--- config.mk ---
export PLATFORM = sky130hd
export DESIGN_NAME = bfc_ctrl
export DESIGN_NICKNAME = d
export VERILOG_FILES = /design/src/rtl/bfc_pkg.sv /design/src/rtl/bfc_ctrl.sv
export SDC_FILE = /design/constraint.sdc
export NUM_CORES = 1
export LEC_CHECK = 0
export CORE_AREA = 5 5 42 44
export DETAILED_ROUTE_END_ITERATION = 7
export DIE_AREA = 0 0 47 49
export DONT_BUFFER_PORTS = 1
export PLACE_DENSITY = 0.54
export SLEW_MARGIN = 20
export SYNTH_ARGS = -nofsm -noshare
export SYNTH_HDL_FRONTEND = slang
export SYNTH_SLANG_ARGS = --single-unit
--- constraint.sdc ---
create_clock -name clk -period 1.7 [get_ports clk]
set_input_delay 0.34 -clock clk [delete_from_list [all_inputs] [get_ports clk]]
set_output_delay 0.34 -clock clk [all_outputs]
set_load 0.02 [all_outputs]
--- src/rtl/bfc_pkg.sv ---
// Shared constants, types and command/status structs for the box frustum cull tester.
package bfc_pkg;

  // Fixed-point format of matrix entries and box bounds
  localparam int VALUE_BITS = 32;
  localparam int FRAC_BITS  = 16;
  localparam int IN_W       = 32;

  // Input is taken as its low VALUE_BITS bits (zero-extended when wider than the port)
  localparam int EXT_W  = (VALUE_BITS > IN_W) ? VALUE_BITS : IN_W;
  localparam int PROD_W = 2 * VALUE_BITS;
  localparam int TERM_W = (PROD_W > VALUE_BITS + FRAC_BITS) ? PROD_W : VALUE_BITS + FRAC_BITS;
  localparam int SUM_W  = TERM_W + 2;
  localparam int CMP_W  = SUM_W + 1;

  localparam int ROWS       = 4;
  localparam int COLS       = 4;
  localparam int CORNERS    = 8;
  localparam int CNT_W      = $clog2(CORNERS);
  localparam int PIPE_DEPTH = 3;
  localparam int DRN_W      = $clog2(PIPE_DEPTH);
  localparam int CODE_W     = 6;
  localparam int FLAG_W     = 4;

  typedef enum logic {
    FUNC_LOAD = 1'b0,
    FUNC_TEST = 1'b1
  } func_t;

  typedef enum logic [1:0] {
    ACT_KEEP  = 2'd0,
    ACT_CULL  = 2'd1,
    ACT_CLEAR = 2'd2
  } act_t;

  typedef enum logic [1:0] {
    ST_IDLE,
    ST_RUN,
    ST_DRAIN,
    ST_OUT
  } state_t;

  // Object flag bit positions
  localparam int FLG_ALWAYS = 0;
  localparam int FLG_HIDDEN = 1;
  localparam int FLG_DONT   = 2;
  localparam int FLG_EMPTY  = 3;

  // Clip code bits
  localparam logic [CODE_W-1:0] CLIP_YLO = 6'h08;
  localparam logic [CODE_W-1:0] CLIP_YHI = 6'h04;
  localparam logic [CODE_W-1:0] CLIP_ZHI = 6'h20;
  localparam logic [CODE_W-1:0] CLIP_ZLO = 6'h10;
  localparam logic [CODE_W-1:0] CLIP_XLO = 6'h02;
  localparam logic [CODE_W-1:0] CLIP_XHI = 6'h01;

  typedef struct packed {
    logic             load;     // write one matrix row from the input ports
    logic             capture;  // latch box and flags, preset the code AND
    logic             issue;    // push one corner into the pipeline
    logic [CNT_W-1:0] corner;
  } cmd_t;

  typedef struct packed {
    logic skip;  // flags on the input ports settle the result without a box test
  } status_t;

endpackage

--- src/rtl/bfc_ctrl.sv ---
// Sequencer for the cull tester: accepts transfers, walks the corners, strobes the result.
module bfc_ctrl (
  input  logic             clk,
  input  logic             rst_n,
  input  logic             start,
  input  logic             in_func,
  input  bfc_pkg::status_t status,
  output logic             busy,
  output logic             out_valid,
  output bfc_pkg::cmd_t    cmd
);
  import bfc_pkg::*;

  state_t           state_r, state_nxt;
  logic [CNT_W-1:0] cnt_r, cnt_nxt;
  logic [DRN_W-1:0] drn_r, drn_nxt;

  always_ff @(posedge clk) begin
    if (!rst_n) begin
      state_r <= ST_IDLE;
      cnt_r   <= '0;
      drn_r   <= '0;
    end else begin
      state_r <= state_nxt;
      cnt_r   <= cnt_nxt;
      drn_r   <= drn_nxt;
    end
  end

  always_comb begin
    state_nxt   = state_r;
    cnt_nxt     = cnt_r;
    drn_nxt     = drn_r;
    busy        = 1'b1;
    out_valid   = 1'b0;
    cmd.load    = 1'b0;
    cmd.capture = 1'b0;
    cmd.issue   = 1'b0;
    cmd.corner  = cnt_r;
    unique case (state_r)
      ST_IDLE: begin
        busy = 1'b0;
        if (start) begin
          if (func_t'(in_func) == FUNC_LOAD) begin
            cmd.load = 1'b1;
          end else begin
            cmd.capture = 1'b1;
            cnt_nxt     = '0;
            state_nxt   = status.skip ? ST_OUT : ST_RUN;
          end
        end
      end
      ST_RUN: begin
        cmd.issue = 1'b1;
        cnt_nxt   = cnt_r + 1'b1;
        if (cnt_r == CNT_W'(CORNERS - 1)) begin
          drn_nxt   = '0;
          state_nxt = ST_DRAIN;
        end
      end
      ST_DRAIN: begin
        drn_nxt = drn_r + 1'b1;
        if (drn_r == DRN_W'(PIPE_DEPTH - 1)) begin
          state_nxt = ST_OUT;
        end
      end
      ST_OUT: begin
        out_valid = 1'b1;
        state_nxt = ST_IDLE;
      end
      default: begin
        state_nxt = ST_IDLE;
      end
    endcase
  end

`ifndef SYNTH
  a_test_goes_busy: assert property (@(posedge clk) disable iff (!rst_n)
    (start && !busy && in_func) |=> busy)
    else $error("test transfer did not raise busy");

  a_result_single: assert property (@(posedge clk) disable iff (!rst_n)
    out_valid |=> !out_valid)
    else $error("result strobe held longer than one cycle");

  a_eight_corners: assert property (@(posedge clk) disable iff (!rst_n)
    (cmd.issue && cmd.corner == CNT_W'(CORNERS - 1)) |=> !cmd.issue)
    else $error("corner issue ran past the last corner");

  a_no_load_while_busy: assert property (@(posedge clk) disable iff (!rst_n)
    cmd.load |-> !busy && !cmd.issue)
    else $error("matrix row written while a test was running");
`endif

endmodule

==> results.yml <==
critical_path:
  slowest_delay_ns: 0.37
  worst_r2r_startpoint: "state_r[0]$_SDFFE_PN0P_"
  path_cells: "inv_1, ha_1, and3_2"
  crit_type: "reg -> out"
  crit_start: "state_r[0]$_SDFFE_PN0P_"
  critical_path_buf_inv_count: 1
  crit_path_top_delay_cell: "dfxtp_1"
  cp.required_ns: 1.36
  cp-start-kind: "flip-flop"
  worstPathMaxFanout: 4
  crit_path_end_kind: "output pin"
  crit_family: "flip-flops"
  worst-endpoint-arrival_ns: 1.20
timing:
  timing.hold.ws_ns: 0.226
  setup_violations: 0
  finalSetupTns_ns: 0
  final_max_slew_viol_count: 0
  fin_crit_ns: 1.54
  relSlewSlack_pct: 81.2
  fin_crit_sh_pct: 90.3
  fmax_ghz: 0.651
  rsz0062_at_grt: "no"
  tightest_slew_ns: 0.282
  fin_worst_skew_ns: 0.00673
  hold_viol_final: 0
yosys:
  synth_commonest_cells: "ha_1, dfxtp_1, nand2_1"
  synth_fa_ha_area_share_pct: 21.7
  netlist-cell-type-count: 19
  synth_xor_area_share_pct: 0
  muxShareOfSynthArea_pct: 13.3
  synthTopCellsByArea: "dfxtp_1, ha_1, mux2i_1"
  synthCells: 50
  synth_top_family_by_area: "adder cells"
  ys_seq_area_share_pct: 30.4
  synth-seq-cells: 7
  synth_top_area_share_pct: 30.4
  ys.flop_type: "dfxtp_1"
  synth_area_leader_cell: "dfxtp_1"
  syn_area_per_cell_sq_um: 9.21
  netlist_area_sq_um: 460
  synth_compound_area_share_pct: 10.6
  synth_edf_count: 0
  syn_nets: 63
  yosys_warnings: 0
  synthSimpleGateAreaFrac_pct: 18.8
  synthMostInstantiatedCell: "ha_1"
  ys_async_sr_fraction_pct: 0
floorplan:
  die_x_microns: 47
  initial_core_util_pct: 32.9
  ioPinCount: 13
  fp.dieH_microns: 49
  design.die.area_sq_um: 2300
  rows: 14
  core_sq_um: 1400
global_routing:
  grt_max_degree: 13
  grt_antenna_before_repair: 0
  gr-total-overflow: 0
  first_global_vias: 364
  grt_pass1_wl_mm: 1.55
  grt_usage_pct: 9.08
route:
  vias_per_cell: 4.93
  drtAntennaViolNets: 0
  wirelength_microns: 873
  first_pass_iters: 2
  drc: 0
  wl_per_cell_microns: 12.1
  vias: 355
  drt_iter0_markers: 1
job:
  drv_cap: 0
cts:
  cts-root-buf: "clkbuf_4"
  clock-sinks: 7
  cts_buffers: 3
  htreeDepth: 1
  cts_tree: "yes"
  clk_latency_ns: 0.25
  path_clk_slew_ns: 0.06
  clockBufferDepth: 2
placed_design:
  globalplace.congestion: 0.658
  place_area_sq_um: 498
  dp_hpwl_microns: 705
  port_buffers: 0
  dp.cells: 68
cells_and_area:
  multi_input_area_sq_um: 299
  drive_gt1_share_pct: 17.9
  nFillCells: 154
  utilization_pct: 37.6
  nNetsFinal: 70
  syn_to_final_growth_pct: 14.4
  antenna_cells: 0
  stdcell_count: 72
  regArea_sq_um: 140
  fin_area_sq_um: 527
min_path:
  hold_start: "rst_n"
  hp-class: "in -> reg"
power:
  total_leakage_power_nw: 0.261
  powerDensity_nw_per_um2: 1490
  vdd_drop_max_v: 0.000512
outcome:
  status: "finished clean"
==> power by group <==
part	internal, mW	total (mW)	switching, mW
Clock	0.0897	0.152	0.0622
Combinational	0.165	0.404	0.239
Sequential	0.201	0.230	0.0288
==> cell usage in the layout (no fill, tap or decap) <==
| master | n |
|---|---|
| nand3_1 | 4 |
| dfxtp_1 | 7 |
| and4b_1 | 1 |
| nand2_1 | 7 |
| a21bo_1 | 1 |
| buf_4 | 3 |
| clkbuf_4 | 3 |
| nor2_2 | 1 |
| ha_1 | 8 |
| o21ai_0 | 1 |
| a32oi_1 | 1 |
| nand2b_1 | 2 |
| nor2b_1 | 1 |
| and3_2 | 1 |
| a21boi_0 | 1 |
| a21oi_2 | 1 |
| mux2i_1 | 5 |
| inv_1 | 5 |
| a31o_1 | 1 |
| clkbuf_1 | 1 |
| mux2_2 | 1 |
==> metrics by stage <==
| step | worst slack [ns] | power [mW] |
|---|---|---|
| 5_1_grt | 0.0646 | 0.870 |
| 3_3_place_gp | 0.280 | 0.638 |
| 6_report | 0.164 | 0.786 |
| 2_1_floorplan | 0.392 | 0.558 |
| 4_1_cts | 0.0797 | 0.803 |
| 3_5_place_dp | 0.272 | 0.644 |
==> flip-flops by register name, summed over array words and instances, names as in the netlist <==
name	count
cnt_r	3
drn_r	2
state_r	2
==> final timing paths <==
kind	slack, ns	cells after the start	to
setup / recovery	0.16	3	cmd[4]
hold / removal	0.23	1	cnt_r[0]$_SDFFE_PN0P_
setup reg to reg	0.26	5	cnt_r[2]$_SDFFE_PN0P_
hold reg to reg	0.46	2	drn_r[0]$_SDFFE_PN0P_
==> kinds of logic after synthesis <==
logic type / Yosys count
simple gates: 17
fa+ha+maj: 8
compound gates: 6
flops: 7
buf+inv: 6
mux: 6
==> worst register-to-register path, delay by kind of cell, from the launching register on <==
kind	cells	cell delay, ns
AO/OA/AOI/OAI	1	0.20
adder cells (fa/ha/maj)	1	0.24
buffers and inverters	1	0.10
flip-flops	1	0.37
multiplexers	1	0.22
AND/OR/NAND/NOR	1	0.24
==> layer usage <==
layer	vias to the layer above	track usage (%)	routed length [microns]
li1	184	-	-
met1	158	12.1	395
met4	0	2.76	10
met3	2	5.17	75
met2	11	12.2	392
met5	-	0	0
==> final cells by class <==
type                       count  area share [%]
clock buffer                   4            4.99
multi-input combinational     37            56.8
tap                           16            3.80
timing repair buffer           3            4.28
sequential                     7            26.6
inverter                       5            3.56
==> what timing repair did <==
| action | CTS | global route |
|---|---|---|
| hold endpoints to repair | 0 | 0 |
| hold buffers | 0 | 0 |
| setup endpoints to repair | 0 | 1 |
| resized for setup | 0 | 1 |
| setup buffers | 0 | 0 |
(Power assumes the default switching activity.)
